File: src/hw/rtl/fpcvt_pkg.sv
`timescale 1ns / 1ps
// ----------------------------------------------------------------------------
// fpcvt_pkg
// shared types and constants for the binary32 / binary16 / bfloat16 converter
// ----------------------------------------------------------------------------
package fpcvt_pkg;

	typedef enum logic [1:0] {
		MODE_FP32_TO_FP16 = 2'd0,
		MODE_FP16_TO_FP32 = 2'd1,
		MODE_FP32_TO_BF16 = 2'd2,
		MODE_BF16_TO_FP32 = 2'd3
	} mode_t;

	localparam int unsigned WordW = 32;

	localparam logic [15:0] HalfQnan = 16'h7FFF;
	localparam logic [14:0] HalfInf  = 15'h7C00;

	// binary32 bias 127 minus binary16 bias 15
	localparam logic [7:0] BiasDiff   = 8'd112;
	// binary32 exponent of a half denormal before the shift is removed
	localparam logic [7:0] DenormBase = 8'd113;
	localparam logic [7:0] Fp32ExpMax = 8'hFF;
	localparam logic [4:0] HalfExpMax = 5'h1F;

endpackage

File: src/hw/rtl/fpcvt_core.sv
`timescale 1ns / 1ps
// ----------------------------------------------------------------------------
// fpcvt_core
// combinational conversion of one bit pattern selected by mode
// ----------------------------------------------------------------------------
module fpcvt_core import fpcvt_pkg::*; (
	input  mode_t             mode,
	input  logic [WordW-1:0]  in_bits,
	output logic [WordW-1:0]  out_bits
);

	// narrowing to binary16
	logic        n_sgn;
	logic [7:0]  n_exp;
	logic [22:0] n_man;
	logic [9:0]  n_ebias;
	logic [15:0] n_res;

	// widening from binary16
	logic        w_sgn;
	logic [4:0]  w_exp;
	logic [9:0]  w_man;
	logic [3:0]  w_shift;
	logic [10:0] w_norm;
	logic [31:0] w_res;

	assign n_sgn   = in_bits[31];
	assign n_exp   = in_bits[30:23];
	assign n_man   = in_bits[22:0];
	assign n_ebias = {2'b00, n_exp} - {2'b00, BiasDiff};

	always_comb begin
		if (n_exp == Fp32ExpMax) begin
			if (n_man != '0) begin
				n_res = HalfQnan;
			end else begin
				n_res = {n_sgn, HalfInf};
			end
		end else if (n_exp == '0 || n_ebias[9] || n_ebias == '0) begin
			n_res = {n_sgn, 15'd0};
		end else if (n_ebias >= {5'd0, HalfExpMax}) begin
			n_res = {n_sgn, HalfInf};
		end else begin
			n_res = {n_sgn, n_ebias[4:0], n_man[22:13]};
		end
	end

	assign w_sgn = in_bits[15];
	assign w_exp = in_bits[14:10];
	assign w_man = in_bits[9:0];

	// shift that brings the leading one to bit 10
	always_comb begin
		w_shift = 4'd11;
		for (int i = 0; i < 10; i++) begin
			if (w_man[i]) begin
				w_shift = 4'(10 - i);
			end
		end
	end

	assign w_norm = {1'b0, w_man} << w_shift;

	always_comb begin
		if (w_exp == '0) begin
			if (w_man == '0) begin
				w_res = {w_sgn, 31'd0};
			end else begin
				w_res = {w_sgn, DenormBase - {4'd0, w_shift}, w_norm[9:0], 13'd0};
			end
		end else if (w_exp == HalfExpMax) begin
			w_res = {w_sgn, Fp32ExpMax, w_man, 13'd0};
		end else begin
			w_res = {w_sgn, {3'd0, w_exp} + BiasDiff, w_man, 13'd0};
		end
	end

	always_comb begin
		unique case (mode)
			MODE_FP32_TO_FP16: out_bits = {16'd0, n_res};
			MODE_FP16_TO_FP32: out_bits = w_res;
			MODE_FP32_TO_BF16: out_bits = {16'd0, in_bits[31:16]};
			MODE_BF16_TO_FP32: out_bits = {in_bits[15:0], 16'd0};
			default:           out_bits = '0;
		endcase
	end

endmodule

File: src/hw/rtl/fp32_fp16_bf16_converter.sv
`timescale 1ns / 1ps
// ----------------------------------------------------------------------------
// fp32_fp16_bf16_converter
// streaming converter between binary32 and binary16 or bfloat16
// ----------------------------------------------------------------------------
//  channel | signals                        | beat
//  in      | in_valid, in_ready, mode, in_bits | one source word
//  out     | out_valid, out_ready, out_bits   | one converted word
//
//  one beat per cycle sustained while out_ready stays high; input register,
//  then conversion logic into the result register
//  stalls on out_ready hold the result register; the input register still
//  takes one more beat while the result waits
//  reset clears both valid flags only
// ----------------------------------------------------------------------------
module fp32_fp16_bf16_converter import fpcvt_pkg::*; (
	input  logic             clk,
	input  logic             arst_n,
	input  logic             in_valid,
	output logic             in_ready,
	input  logic [1:0]       mode,
	input  logic [WordW-1:0] in_bits,
	output logic             out_valid,
	input  logic             out_ready,
	output logic [WordW-1:0] out_bits
);

	logic             valid_s1;
	mode_t            mode_s1;
	logic [WordW-1:0] bits_s1;
	logic             valid_s2;
	logic [WordW-1:0] res_s2;
	logic [WordW-1:0] conv;
	logic             s2_free;
	logic             adv_s1;

	assign s2_free  = !valid_s2 || out_ready;
	assign adv_s1   = valid_s1 && s2_free;
	assign in_ready = !valid_s1 || s2_free;

	always_ff @(posedge clk or negedge arst_n) begin
		if (!arst_n) begin
			valid_s1 <= 1'b0;
		end else if (in_ready) begin
			valid_s1 <= in_valid;
		end
	end

	always_ff @(posedge clk) begin
		if (in_valid && in_ready) begin
			mode_s1 <= mode_t'(mode);
			bits_s1 <= in_bits;
		end
	end

	fpcvt_core u_core (
		.mode     (mode_s1),
		.in_bits  (bits_s1),
		.out_bits (conv)
	);

	always_ff @(posedge clk or negedge arst_n) begin
		if (!arst_n) begin
			valid_s2 <= 1'b0;
		end else if (s2_free) begin
			valid_s2 <= valid_s1;
		end
	end

	always_ff @(posedge clk) begin
		if (adv_s1) begin
			res_s2 <= conv;
		end
	end

	assign out_valid = valid_s2;
	assign out_bits  = res_s2;

	a_ready_when_empty: assert property (@(posedge clk) disable iff (!arst_n)
		!valid_s1 |-> in_ready)
		else $error("input refused with empty input register");

	a_s1_hold: assert property (@(posedge clk) disable iff (!arst_n)
		(valid_s1 && !adv_s1) |=> (valid_s1 && $stable(bits_s1) && $stable(mode_s1)))
		else $error("held beat lost from input register");

	a_narrow_upper_zero: assert property (@(posedge clk) disable iff (!arst_n)
		(adv_s1 && (mode_s1 == MODE_FP32_TO_FP16 || mode_s1 == MODE_FP32_TO_BF16))
		|=> (out_bits[31:16] == '0))
		else $error("narrowed result has nonzero upper half");

	a_bf16_widen: assert property (@(posedge clk) disable iff (!arst_n)
		(adv_s1 && mode_s1 == MODE_BF16_TO_FP32)
		|=> (out_bits[15:0] == '0 && out_bits[31:16] == $past(bits_s1[15:0])))
		else $error("bfloat16 widening wrong");

endmodule

File: config.mk
export PLATFORM = sky130hd
export DESIGN_NAME = fp32_fp16_bf16_converter
export DESIGN_NICKNAME = d
export VERILOG_FILES = /design/src/hw/rtl/fpcvt_pkg.sv /design/src/hw/rtl/fpcvt_core.sv /design/src/hw/rtl/fp32_fp16_bf16_converter.sv
export SDC_FILE = /design/constraint.sdc
export NUM_CORES = 1
export LEC_CHECK = 0
export ABC_AREA = 1
export BUFFER_PORTS_ARGS = -buffer_cell sky130_fd_sc_hd__buf_2
export CORE_ASPECT_RATIO = 1.1
export CORE_MARGIN = 5
export CORE_UTILIZATION = 58
export CTS_CLUSTER_DIAMETER = 200
export DETAILED_ROUTE_END_ITERATION = 6
export GPL_ROUTABILITY_DRIVEN = 0
export PLACE_DENSITY = 0.88
export SLEW_MARGIN = 15
export SYNTH_ARGS = -nofsm -noshare
export SYNTH_HDL_FRONTEND = slang
export SYNTH_HIERARCHICAL = 1
export SYNTH_SLANG_ARGS = --single-unit
File: constraint.sdc
create_clock -name clk -period 6.3 [get_ports clk]
set_input_delay 0 -clock clk [delete_from_list [all_inputs] [get_ports clk]]
set_output_delay 0 -clock clk [all_outputs]
set_load 0.02 [all_outputs]
==> out/qor.log <==
qor: outcome.result_of_the_run complete, but fails checks
qor: outcome.failing_checks DRC
qor: setup_path.cp_data_arrival_time 2850 ps
qor: die.rows 28
qor: timing.post-route-min-period 2765 ps
qor: power.power_density 239.6 mW/mm²
qor: finish.antennaDiodeCount 0
qor: finish.mostFrequentLayoutCell sky130_fd_sc_hd__nand2_1
qor: setup_path.path_cells or2_1 > nor4_2 > inv_1 > a21oi_1 > o221ai_1
qor: setup_path.endpoint_kind flop
qor: clocking.clkLatencyLatePin 350 ps
qor: grt.first_global_vias 2843
qor: detailed_routing.drcViolationCount 87
qor: worst_hold_path.worstHoldPathCells 2
qor: clocking.cts-root-to-sink-buffers 2
qor: synth.synth-main-ff-cell sky130_fd_sc_hd__edfxtp_1
qor: synth.synthesis.yosys.warnings 6
qor: timing.final-hold-violation-count 0
qor: finish.areaGrowthSynthToFinish 29.92%
qor: synth.mappedNetlistNets 377
qor: timing.timing.setup.tns 0 ps
qor: power.p_leak 1.889 nW
qor: clocking.tritoncts built
qor: detailed_routing.drt_iter0_markers 508
qor: synth.ys_ff_latch 68
qor: die.die_height 89.26 µm
qor: placement.placement.cell_area 0.003755 mm²
qor: setup_path.timing.setup.critical_path_class reg -> reg
qor: setup_path.critPathMaxFanout 16
qor: job.maxCapViolations 0
qor: synth.post-synth-top-area-fraction 0.5984
qor: timing.timing.final.setup_violations 0
qor: die.io_pins 72
qor: timing.setup_repair_after_global_routing_missed_its_margin false
qor: finish.final_design_utilization 0.7873
qor: synth.postSynthAreaPerCell 9.886 µm²
qor: timing.skew 13.25 ps
qor: die.starting_density_of_the_core 0.6060
qor: die.die_w 82.05 µm
qor: clocking.clock_pin_slew_on_the_worst_setup_and_hold_paths 70 ps
qor: timing.fin_crit_sh 0.4389
qor: timing.fin_worst_hold_slack 367.0 ps
qor: timing.final-max-slew-violation-count 0
qor: detailed_routing.mean_number_of_vias_per_cell 5.653
qor: setup_path.worstSetupPathDepth 5
qor: finish.final_nets 493
qor: placement.place.detailed.hpwl 5399 µm
qor: detailed_routing.vias 2996
qor: clocking.post_cts.resized_instances 0
qor: synth.mappedNetlistArea 0.003312 mm²
qor: grt.maximum_number_of_pins_on_one_net_before_global_route_repair 35
qor: finish.post_route_cells_drive_above_1_share 0.2132
qor: setup_path.crit_family simple AND/OR/NAND/NOR gates
qor: synth.synth_top_cells_by_area sky130_fd_sc_hd__edfxtp_1 60%, sky130_fd_sc_hd__nand2_1 9.7%, sky130_fd_sc_hd__nand3_1 4.8%
qor: clocking.clock_tree.root_cell sky130_fd_sc_hd__clkbuf_8
qor: synth.syn_inst 335
qor: clocking.cts_max_level 3
qor: grt.global_route.usage.total 0.2540
qor: detailed_routing.avgRoutedWirePerCell 16.19 µm
qor: setup_path.critical_path_required 6380 ps
qor: synth.yosys.area.top_type sky130_fd_sc_hd__edfxtp_1
qor: grt.number_of_antenna_violations_at_the_first_check_in_global_routing 0
qor: timing.worst_relative_slew_slack 0.2741
qor: setup_path.worst_path_max_delay_cell sky130_fd_sc_hd__nor4_2
qor: synth.seq_area_frac_synth 0.6135
qor: die.die_area 0.007323 mm²
qor: clocking.numCtsBuffers 9
qor: detailed_routing.drt-total-wl 8583 µm
qor: setup_path.worstPathBufferInverterCount 1
qor: finish.design_area 0.004303 mm²
qor: setup_path.rr_worst_depth 5
qor: setup_path.critical_path.startpoint_type flop
qor: die.core_area 0.005465 mm²
qor: synth.netlist-cell-type-count 32
qor: grt.globalRoute.totalOverflow 0
qor: detailed_routing.ant_nets 0
qor: timing.measured_slew_at_the_worst_slew_check_pin 1080 ps
qor: placement.port-buffer-count 71
qor: clocking.numClockSinks 68
qor: setup_path.max_stage_delay 810 ps
qor: grt.grt_first_pass_wirelength 13410 µm
qor: worst_hold_path.worstHoldPathType in -> reg
qor: detailed_routing.drtPass1Iterations 7
qor: finish.layout.filler_cells 344
qor: synth.postSynth.asyncResetShare 0.02941
qor: power.peakVddDrop 0.0001648 V
qor: timing.max_clock_freq 0.3616 GHz
qor: finish.final_cell_mix 86 x sky130_fd_sc_hd__nand2_1, 71 x sky130_fd_sc_hd__buf_2, 66 x sky130_fd_sc_hd__edfxtp_1, 42 x sky130_fd_sc_hd__inv_1, 39 x sky130_fd_sc_hd__dlygate4sd3_1
qor: synth.number_of_enable_flip_flop_cells_after_synthesis 66
==> worst paths after layout <==
path | from | end | slack [ps]
setup / recovery | bits_s1[14] | out_bits[14] | 3530
hold / removal | in_bits[23] | bits_s1[23] | 370
setup reg to reg | bits_s1[14] | out_bits[14] | 3530
hold reg to reg | bits_s1[5] | out_bits[21] | 560
max in group asynchronous | arst_n | out_valid | 5640
min in group asynchronous | arst_n | valid_s1 | 540
==> Yosys cell counts, types with 2 or more instances <==
master	n
sky130_fd_sc_hd__clkbuf_1	3
sky130_fd_sc_hd__nor2_1	9
sky130_fd_sc_hd__or2_1	2
sky130_fd_sc_hd__dfrtp_1	2
sky130_fd_sc_hd__a21oi_1	27
sky130_fd_sc_hd__nand4_1	2
sky130_fd_sc_hd__buf_2	2
sky130_fd_sc_hd__nand3_2	2
sky130_fd_sc_hd__inv_2	2
sky130_fd_sc_hd__inv_1	42
sky130_fd_sc_hd__nand3_1	32
sky130_fd_sc_hd__o21ai_1	11
sky130_fd_sc_hd__o21ai_0	19
sky130_fd_sc_hd__xor2_1	2
sky130_fd_sc_hd__nor4_1	3
sky130_fd_sc_hd__ha_1	4
sky130_fd_sc_hd__nand2_1	86
sky130_fd_sc_hd__nor3_1	3
sky130_fd_sc_hd__o22ai_1	3
sky130_fd_sc_hd__edfxtp_1	66
sky130_fd_sc_hd__nand2_2	2
==> timing repair <==
item / CTS / global route
hold buffers: 39 / 0
setup buffers: 0 / 0
hold endpoints to repair: 38 / 0
==> cells by family (layout without fill, tap and decap cells) <==
family                   after synthesis  in the layout  share of synthesized area
AND/OR/NAND/NOR                      146            146                     0.2040
XOR/XNOR                               2              2                   0.005290
adder cells (fa/ha/maj)                4              4                    0.01511
buffers and inverters                 50            170                    0.05742
flip-flops                            68             68                     0.6135
AO/OA/AOI/OAI                         65             65                     0.1046
==> per-layer routing <==
| metal | track usage | wire length [µm] |
|---|---|---|
| met1 | 0.2975 | 3248 |
| met2 | 0.4401 | 4299 |
| met3 | 0.06452 | 686 |
| met4 | 0.1118 | 349 |
| met5 | 0 | 0 |
==> power breakdown <==
group / internal [mW] / leakage [nW] / switching, mW / total (mW)
clock: 0.138 / 0.0779 / 0.160 / 0.298
sequential: 0.539 / 0.665 / 0.0188 / 0.558
combinational: 0.0633 / 1.15 / 0.112 / 0.175
==> registers in the layout, summed over array words and instances (netlist names) <==
signal	cells
mode_s1	2
bits_s1	32
out_valid	1
out_bits	32
valid_s1	1
==> metrics by stage <==
step	total power [mW]	worst slack (ps)	cells
floorplan	0.6628	3750	335
global placement	0.7100	3943	476
detailed placement	0.7162	3777	476
CTS	1.024	3761	530
global route	1.073	3333	530
finish	1.031	3535	530
==> cell type report <==
type / count / area (µm²) / share of cell area
clock inverter: 5 / 30.03 / 0.006979
clock buffer: 10 / 127.6 / 0.02966
tap: 75 / 93.84 / 0.02181
inverter: 44 / 165.2 / 0.03838
multi-input combinational: 217 / 1101 / 0.2559
sequential: 68 / 2032 / 0.4722
timing repair buffer: 111 / 753.2 / 0.1751
Power figures use the tool's default switching activity.
